[src/hw/rtl/bbg_pkg.sv]
// Shared types, register codes and arithmetic helpers for the BGGR to gray block.
// No dependencies.
package bbg_pkg;

    localparam int MAX_WIDTH_DEF = 4096;
    localparam int QUEUE_DEPTH   = 4;

    // configuration register indexes
    localparam logic [7:0] CFG_FRAME_WIDTH  = 8'd0;
    localparam logic [7:0] CFG_FRAME_HEIGHT = 8'd1;

    localparam logic [12:0] WIDTH_RESET  = 13'd640;
    localparam logic [15:0] HEIGHT_RESET = 16'd480;

    // one queued input position: window snapshot plus position flags
    typedef struct packed {
        logic [2:0][2:0][7:0] win;
        logic [15:0]          row;
        logic [12:0]          col;
        logic                 bot;   // input row is the last row
        logic                 rt;    // input column is the last column
        logic                 top1;  // input row is 1
        logic                 left1; // input column is 1
    } t_entry;

    // truncating divide by 3 for values up to 767 (reciprocal 683/2048)
    function automatic logic [7:0] div3(input logic [9:0] x);
        logic [19:0] p;
        p = 20'(x) * 20'd683;
        return p[18:11];
    endfunction

    function automatic logic [7:0] avg2(input logic [7:0] a, input logic [7:0] b);
        logic [8:0] s;
        s = 9'(a) + 9'(b);
        return s[8:1];
    endfunction

    function automatic logic [7:0] avg3(input logic [7:0] a, input logic [7:0] b,
                                        input logic [7:0] c);
        return div3(10'(a) + 10'(b) + 10'(c));
    endfunction

    function automatic logic [7:0] avg4(input logic [7:0] a, input logic [7:0] b,
                                        input logic [7:0] c, input logic [7:0] d);
        logic [9:0] s;
        s = 10'(a) + 10'(b) + 10'(c) + 10'(d);
        return s[9:2];
    endfunction

endpackage

[src/hw/rtl/bbg_queue.sv]
// Small register queue between front and back end.
// Depends on bbg_pkg.
module bbg_queue (
    input  logic            i_clk,
    input  logic            i_rst_n,
    input  logic            i_push,
    input  bbg_pkg::t_entry i_entry,
    output logic            o_full,
    output logic            o_valid,
    output bbg_pkg::t_entry o_head,
    input  logic            i_pop
);
    import bbg_pkg::*;

    localparam int PW = $clog2(QUEUE_DEPTH);

    t_entry r_mem [QUEUE_DEPTH];
    logic [PW-1:0] r_wp, r_rp;
    logic [PW:0] r_cnt;
    logic do_pop;

    assign o_full  = (r_cnt == (PW+1)'(QUEUE_DEPTH));
    assign o_valid = (r_cnt != '0);
    assign o_head  = r_mem[r_rp];
    assign do_pop  = i_pop && o_valid;

    // pointers and fill count
    always_ff @(posedge i_clk) begin
        if (!i_rst_n) begin
            r_wp  <= '0;
            r_rp  <= '0;
            r_cnt <= '0;
        end else begin
            if (i_push) r_wp <= r_wp + PW'(1);
            if (do_pop) r_rp <= r_rp + PW'(1);
            r_cnt <= r_cnt + (PW+1)'(i_push) - (PW+1)'(do_pop);
        end
    end

    // storage
    always_ff @(posedge i_clk) begin
        if (i_push) r_mem[r_wp] <= i_entry;
    end

endmodule

[config.mk]
export PLATFORM = sky130hd
export DESIGN_NAME = bbg_queue
export DESIGN_NICKNAME = d
export VERILOG_FILES = /design/src/hw/rtl/bbg_pkg.sv /design/src/hw/rtl/bbg_queue.sv
export SDC_FILE = /design/constraint.sdc
export NUM_CORES = 1
export LEC_CHECK = 0
export ABC_AREA = 1
export BUFFER_PORTS_ARGS = -buffer_cell sky130_fd_sc_hd__buf_2
export CAP_MARGIN = 20
export CORE_ASPECT_RATIO = 1.1
export CORE_UTILIZATION = 30
export DETAILED_ROUTE_END_ITERATION = 6
export SETUP_SLACK_MARGIN = 0.05
export SLEW_MARGIN = 20
export SYNTH_ARGS = -nofsm -noshare
export SYNTH_HDL_FRONTEND = slang
export SYNTH_SLANG_ARGS = --single-unit
[constraint.sdc]
create_clock -name i_clk -period 4.31 [get_ports i_clk]
set_input_delay 0.862 -clock i_clk [delete_from_list [all_inputs] [get_ports i_clk]]
set_output_delay 0.862 -clock i_clk [all_outputs]
set_load 0.05 [all_outputs]
==> results of run 1 <==
synth_stat cells:
cell,number
sky130_fd_sc_hd__inv_2,1
sky130_fd_sc_hd__clkbuf_2,7
sky130_fd_sc_hd__clkbuf_4,2
sky130_fd_sc_hd__edfxtp_1,420
sky130_fd_sc_hd__nor2_1,216
sky130_fd_sc_hd__clkbuf_1,14
sky130_fd_sc_hd__buf_6,23
sky130_fd_sc_hd__ha_1,6
sky130_fd_sc_hd__buf_2,11
sky130_fd_sc_hd__o21ai_0,108
sky130_fd_sc_hd__dfxtp_1,9
sky130_fd_sc_hd__a21oi_1,5
sky130_fd_sc_hd__nand2_1,14
sky130_fd_sc_hd__buf_8,1
sky130_fd_sc_hd__o22ai_1,105
sky130_fd_sc_hd__o21ai_1,99
sky130_fd_sc_hd__inv_1,15
sky130_fd_sc_hd__buf_4,10
sky130_fd_sc_hd__inv_4,1
sky130_fd_sc_hd__fa_1,1
sky130_fd_sc_hd__nand3_1,2
sky130_fd_sc_hd__o21ai_2,5
sky130_fd_sc_hd__a21boi_0,1
worst min-delay path, delay by kind of cell, from the launching register on:
kind            cells  cell delay, ns
flops               1            0.33
simple gates        1            0.07
compound gates      1            0.05
final timing paths:
path                                endpoint  startpoint
worst max register to register  r_mem[0][65]     r_wp[0]
worst min-delay path                 r_rp[0]     r_rp[0]
worst max-delay path              o_head[42]    register
worst min register to register       r_rp[0]     r_rp[0]
sequential cells by signal (all words and copies together) (netlist names), named ones only:
name and cells:
r_mem 420, r_cnt 3, r_rp 2, r_wp 2
routing by layer:
| layer | vias to the layer above | share of wire, % |
|---|---|---|
| li1 | 4494 | - |
| met4 | 8 | 2.4 |
| met3 | 67 | 6.6 |
| met1 | 4614 | 42 |
| met5 | - | 0.13 |
| met2 | 224 | 49 |
area by class of cell:
type,instances,area [µm²]
Clock buffer,57,1171
Antenna cell,1,2.502
Sequential cell,429,12800
Multi-Input combinational cell,562,2738
Fill cell,4981,33570
Timing Repair Buffer,234,1331
Tap cell,675,844.6
Inverter,17,81.33
Clock inverter,23,197.7
power by group through the flow:
stage	clock, W	sequential, W	combinational (W)
detailed placement	0	0.00495	0.00342
global placement	0	0.00494	0.00339
CTS	0.00374	0.00486	0.00342
global route	0.00388	0.00488	0.00362
floorplan	0	0.00493	0.00267
finish	0.00363	0.00486	0.00337
metrics by stage:
| stage | setup WS (ns) | power [W] | instances |
|---|---|---|---|
| 3_3_place_gp | 1.364 | 0.008328 | 1917 |
| 6_report | 0.8614 | 0.01186 | 1998 |
| 4_1_cts | 0.7058 | 0.01203 | 1997 |
| 2_1_floorplan | 0.9290 | 0.007598 | 1076 |
| 3_5_place_dp | 1.325 | 0.008367 | 1917 |
| 5_1_grt | 0.6380 | 0.01238 | 1997 |
kinds of logic after synthesis:
logic type	after synthesis	synth area share, %
buf+inv	85	3.559
simple gates	232	5.423
compound gates	323	10.99
fa+ha+maj	7	0.5905
flops	429	79.44
==> impl_summary.md, run 1 <==
Worst setup path
Among all stages on the critical path, the largest delay is contributed by sky130_fd_sc_hd__inv_6. The critical path crosses 5 cells after its start point. The maximum fanout along the worst path is between 70 and 80.

Broken down by cell family, the worst path's largest delay share belongs to buffers and inverters. The category of the worst setup path capture point is a primary output. Counting both buffers and inverters, the worst setup path holds a total of 3. The worst-case reg-to-reg path depth is 5. On the worst path, the slowest cell contributes a delay of 0.50 ns. The arrival time reported for the critical path endpoint is ~2.6 ns. The setup slack of the most critical reg-to-reg path is 2.42 ns. The kind of critical path is register to primary output.

The critical path goes through inv_6 -> buf_4 -> o21ai_1 -> o22ai_1 -> buf_2. The required arrival time at the worst endpoint is 3.45 ns. The sort of element at the start of the critical path is a register.

Pwr
The combinational cell fraction of total power is between 20% and 30%. The sequential power share is around two fifths. The switching power summed over all nets is 0.004241 W. Dividing total power by cell area gives a power density of about 620 mW/mm². In this run switching power makes up 35.76% of total power.

The internal power of the cells totals 0.007619 W. The maximum vdd ir drop is about 400 µV. The leakage power is 6.618 nW.

The clock power share is 30.6%.

Placement
After legalization and detailed placement, the total HPWL measured roughly 20 mm. The number of input and output port buffers inserted is 215. The placed cell area is 0.01779 mm². The congestion estimate from routability-driven global placement came to 0.7059.

Die
The floorplan step defined a die boundary enclosing 0.05461 mm². For this configuration, the core starts out at a cell density of between 30% and 40%. The die height is 245.0 µm.

In this run the standard cell core region covers 0.05274 mm². The floorplan has between 80 and 90 rows. The horizontal die dimension is 222.9 µm. The count of pins on the block boundary is 216.

STA
Hold is met by 0.4889 ns. Measured against its own limit, the worst slew margin works out to 55.07%. For the pin with the worst max-slew slack, the measured transition is 0.6739 ns. The part of the cycle the worst path needs is between 80% and 90%.

The highest achievable clock rate is roughly 0.29 GHz. Setup repair after global routing left no endpoint under its margin. The max-slew violation count came to 0. The final count of hold timing violations is 0. The setup-violating endpoint count in the final report is 0. Setup total negative slack on the finished layout was measured at 0 ns. Subtracting the final worst setup slack from the clock period gives 3.449 ns. The clock tree skew after final layout is between 0.015 and 0.02 ns.

Synthesis
The Yosys warning count is 0. After synthesis, the netlist uses 23 different library cells. Each instance of the synthesized netlist takes up on average 14.97 µm². The top cell type by area accounts for between 70% and 80% of the synthesized area. The number of instances in the synthesized netlist is ~1100. The cell type with the largest total area after synthesis is sky130_fd_sc_hd__edfxtp_1.

Counting flops and latches in the post-synthesis netlist gives 429. In the post-synthesis netlist, the biggest area contributors are sky130_fd_sc_hd__edfxtp_1, sky130_fd_sc_hd__nor2_1, sky130_fd_sc_hd__o22ai_1, sky130_fd_sc_hd__o21ai_0, sky130_fd_sc_hd__o21ai_1. The sequential area share after synthesis is 79.44%. In this run the cell area of the synthesized design comes to 0.01610 mm². The net count after synthesis is 1192.

Worst hold path
In this run the worst hold path is classified as register to register. The count of cells along the worst hold path is 2.

Clocking
The buffer levels on the longest clock path is 3. The post-CTS resize count is 0. The clock tree from TritonCTS is done. The clock latency on the worst-skew pair is 0.56 ns. The library cell used as clock root buffer is sky130_fd_sc_hd__clkbuf_16. The number of levels the H-tree was split into is 2. The clock sink count is 429. Clock tree synthesis inserted a total of 44 buffers. The number of setup buffers added after CTS is 0. The count of hold-fix buffers inserted at cts is 0. The register clock-pin slew on the reported worst setup and hold paths is 0.06 ns.

Drt
In the final routed layout, each cell accounts on average for 17.32 µm. Dividing the detail-routed via count by the number of cells gives 4.708. The number of DRC markers after the initial detailed-route iteration is between 500 and 600. In the routed design, unresolved DRC markers number 0. The first detailed-routing pass ran for 4 iterations. The count of antenna-violating nets left after detailed routing is 0. The total via count after detailed routing is 9407. Wires add up to between 30 and 40 mm.

GRT
The global routing usage on met1 is ~15%. For met2 alone, demand over resource in global routing was a little over a fifth. The most used routing layer is met2. The number of global-route vias before repair is 9299. Global routing used 12.51% of the available tracks across all layers.

The total overflow left after global routing is 0. The first global-routing pass estimated 52.63 mm of wire. The number of antenna violations at the first check in global routing came to 5. For this run, global-route usage on met3 was measured as 3.938%.

The largest net degree at the start of global routing is 120.

Finish
Of the cells placed in the final design, the portion with a size suffix greater than 1 is 23.22%. Once layout is done, the placed cells without fillers occupy about 0.019 mm². In the layout the commonest cells are sky130_fd_sc_hd__edfxtp_1, sky130_fd_sc_hd__nor2_1, sky130_fd_sc_hd__buf_2, sky130_fd_sc_hd__o21ai_0, sky130_fd_sc_hd__o22ai_1.

The final net count is roughly 1400. The area growth from synthesis to layout is 19.02%. For this run, the share of the core covered by cells in the final layout is 36.34%. The library cell used most frequently in the layout, excluding fill and tap cells, is sky130_fd_sc_hd__edfxtp_1.

Status
The flow ran to the end, and the final reports show no timing, DRC or antenna violations.

Run
The max capacitance violation total is 0.
Power figures use the tool's default switching activity.
==> run 2, diff against run 1 <==
- clock period: 4.31 -> 2.9 ns (I/O delays scaled with it)
==> run 2 against run 1 <==
Compared with the run above: final area is 1.7% higher; total power is 54% higher; sequential share of layout area is 1.1 points lower; count of clock-buffer cells in the layout is 2 lower; register-to-register slack worse by 1.5 ns; largest cell class unchanged; hold slack worse by 0.25 ns; non-clock buffer count is 3 higher.
==> impl_summary.md, run 2 (synthesized netlist as in run 1, its figures left out) <==
Worst setup path
The worst reg2reg path startpoint is r_wp[1]. The category of the worst setup path capture point is a primary output. The highest cell delay on the worst timing path is 0.39 ns. The critical register-to-register path endpoint is r_mem[1][61]. The endpoint of the worst setup timing path is o_head[41]. The maximum fanout along the worst path is 47. Across all register-to-register paths, the minimum setup slack is approximately 0.96 ns. The kind of critical path is register to primary output. The required arrival time at the worst endpoint is 2.32 ns. Counting cells, the worst reg-to-reg path comes to 5.

The slowest stage of the critical path is the sky130_fd_sc_hd__dfxtp_4 cell. At the worst endpoint, the arrival time is 2.11 ns. The sort of element at the start of the critical path is a register. Walking the worst path, the cells encountered are inv_6 -> buf_12 -> nor2_1 -> o22ai_1 -> buf_2.

STA
The clock tree skew after final layout is 0.008514 ns. In this run the tightest slew margin relative to its limit is 64.76%. The final hold slack is 0.2342 ns. The part of the cycle the worst path needs is 92.74%. The worst-margin pin slew is 0.5266 ns. Setup repair after global routing could not meet its margin everywhere. After routing, the total negative slack on setup checks comes to 0 ns. The final count of hold timing violations is 0.

Based on the critical path, the design can be clocked at up to 0.3718 GHz. Setup violations remaining at the end of the flow were counted as 0. The shortest clock period the worst path allows after layout is approximately 2.7 ns. The max-slew violation count is 0.

Pwr
The internal portion of the total power is 0.01180 W. Per report_power, the sequential group accounts for 39.5% of the total. Across the VDD grid, the largest voltage drop is between 600 and 700 µV. The leakage power is 6.720 nW.

The combinational cell fraction of total power is 28.7%. The net switching share of the total power is 35.38%. The clock power share is 31.8%. The analysis attributes to net switching a power of 0.006463 W. The power density of the placed cells is 937.2 mW/mm².

Drt
In the routed design, unresolved DRC markers number 0. Once detail routing completed, the nets flagged for antenna violations numbered 0. The total via count after detailed routing is 9627. The detailed router finished its first iteration with around 520 violations. Summed over all layers, the routed wires come to between 30 and 40 mm. The detailed-route vias per instance is 4.806. The average detailed-routed wire length per instance is 18.69 µm.

The count of TritonRoute iterations in the first routing pass is 4.

Finish
The number of inserted filler cells in the final layout is 4959. For this run, the share of the core covered by cells in the final layout is 36.95%. The largest registers in the layout are r_mem (420), r_cnt (3). The flip-flop count of the largest register after layout is 420. The layout cell share with drive strength beyond 1 is roughly a quarter. The final cell count without fillers is between 2000 and 2500.

The area of the multi-input gates is roughly 0.0027 mm². In the layout the commonest cells are sky130_fd_sc_hd__edfxtp_1, sky130_fd_sc_hd__nor2_1, sky130_fd_sc_hd__buf_2, sky130_fd_sc_hd__o21ai_0, sky130_fd_sc_hd__o22ai_1. The signed area change from the synthesized netlist to the final layout is 21.03%. The register name with the most flops is r_mem. In the final design database the tool counted approximately 1400 nets. The library cell used most frequently in the layout, excluding fill and tap cells, is sky130_fd_sc_hd__edfxtp_1.

In the final layout, flip-flops and latches occupy 0.01280 mm².

GRT
Entering global routing, the biggest net connects between 100 and 150 pins. The number of global-route vias before repair is 9653. The remaining global-route overflow is 0. The number of antenna violations at the first check in global routing came to 6. The combined global-route utilization of all metal layers is 13.03%. The global-route wire length before repair is 54.80 mm.

Clocking
TritonCTS built the clock tree. After clock tree synthesis, the flow added hold-fix buffers numbering 0. The number of levels the H-tree was split into is 2. The number of buffers created by CTS is 46.

The root buffer cell chosen for the clock tree is sky130_fd_sc_hd__clkbuf_16. The clock latency on the worst-skew pair is 0.55 ns. The register clock-pin slew on the reported worst setup and hold paths is 0.06 ns.

Clock tree synthesis found a total of 429 sinks. The buffer levels on the longest clock path is 3.

Placement
Routability-driven placement finished with a final weighted congestion of about 0.7. After detailed placement, the design holds a cell count of 1917. The number of input and output port buffers inserted is approximately 220.

The detailed placement HPWL is 20.40 mm.

Die
After floorplanning, the core was sized to cover 0.05274 mm². The initial utilization of the core area, before any placement, comes to a little under a third. The initialized floorplan defines 88 standard-cell rows. Measured along the y axis, the die boundary spans 245.0 µm. The horizontal die dimension is 222.9 µm. The die covers 0.05461 mm². The count of pins on the block boundary is 216.

Worst hold path
The path class of the tightest hold or removal check is input port to register.

Run
Max-cap violations in this run came to 0.

Status
The run finished with clean final reports.
## run 2: layer usage
layer  track usage, %  wire length, µm  part of all wire [%]
met5                0               30                 0.080
met4            4.523              857                   2.3
met3            3.819             2405                   6.4
met2            21.51            18090                    48
met1            16.26            16050                    43
## run 2: how the worst min path moves through the flow
stage | slack [ns] | cells past startpoint | from | endpoint
CTS | 0.18 | 1 | i_entry[40] | r_mem[0][40]
finish | 0.23 | 1 | i_entry[1] | r_mem[0][1]
global route | 0.20 | 1 | i_entry[93] | r_mem[1][93]
global placement | 0.47 | 2 | r_rp[0] | r_rp[0]
floorplan | 0.45 | 2 | r_rp[0] | register
detailed placement | 0.48 | 2 | r_rp[0] | r_rp[0]
## run 2: what timing repair did
| action | in CTS | in global routing |
|---|---|---|
| cloned | 0 | 2 |
| buffers inserted | 0 | 1 |
| pin swaps | 0 | 0 |
| setup endpoints to repair | 18 | 30 |
| resized for setup | 3 | 2 |
## run 2: cell type report
| type | instances | area share (%) |
|---|---|---|
| inverter | 17 | 0.4558 |
| clock buffer | 55 | 6.189 |
| multi-input combinational | 562 | 14.05 |
| sequential | 429 | 65.68 |
| antenna | 2 | 0.02568 |
| timing repair buffer | 237 | 7.788 |
| clock inverter | 26 | 1.483 |
| tap | 675 | 4.334 |
## run 2: power by group through the flow
stage                     clock network [W]  logic, W  registers, W
after floorplan                           0   0.00397       0.00731
after global placement                    0   0.00510       0.00733
after detailed placement                  0   0.00515       0.00734
after CTS                           0.00600   0.00516       0.00722
after global routing                0.00620   0.00561       0.00723
final                               0.00581   0.00524       0.00721
## run 2: metrics by stage
step	total power, W	cell area, µm²	setup slack, ns
final	0.01827	19490	0.2104
after global routing	0.01904	19490	0.05053
after CTS	0.01838	19410	0.06951
after detailed placement	0.01249	17900	0.5822
after global placement	0.01243	17900	0.6123
after floorplan	0.01129	16120	0.2755
## run 2: worst max-delay path: cells and delay by family (launching register included)
kind	cells	cell delay, ns
buffers and inverters	3	0.82
DFF	1	0.39
AOI/OAI and AO/OA	1	0.23
and+or+nand+nor	1	0.07
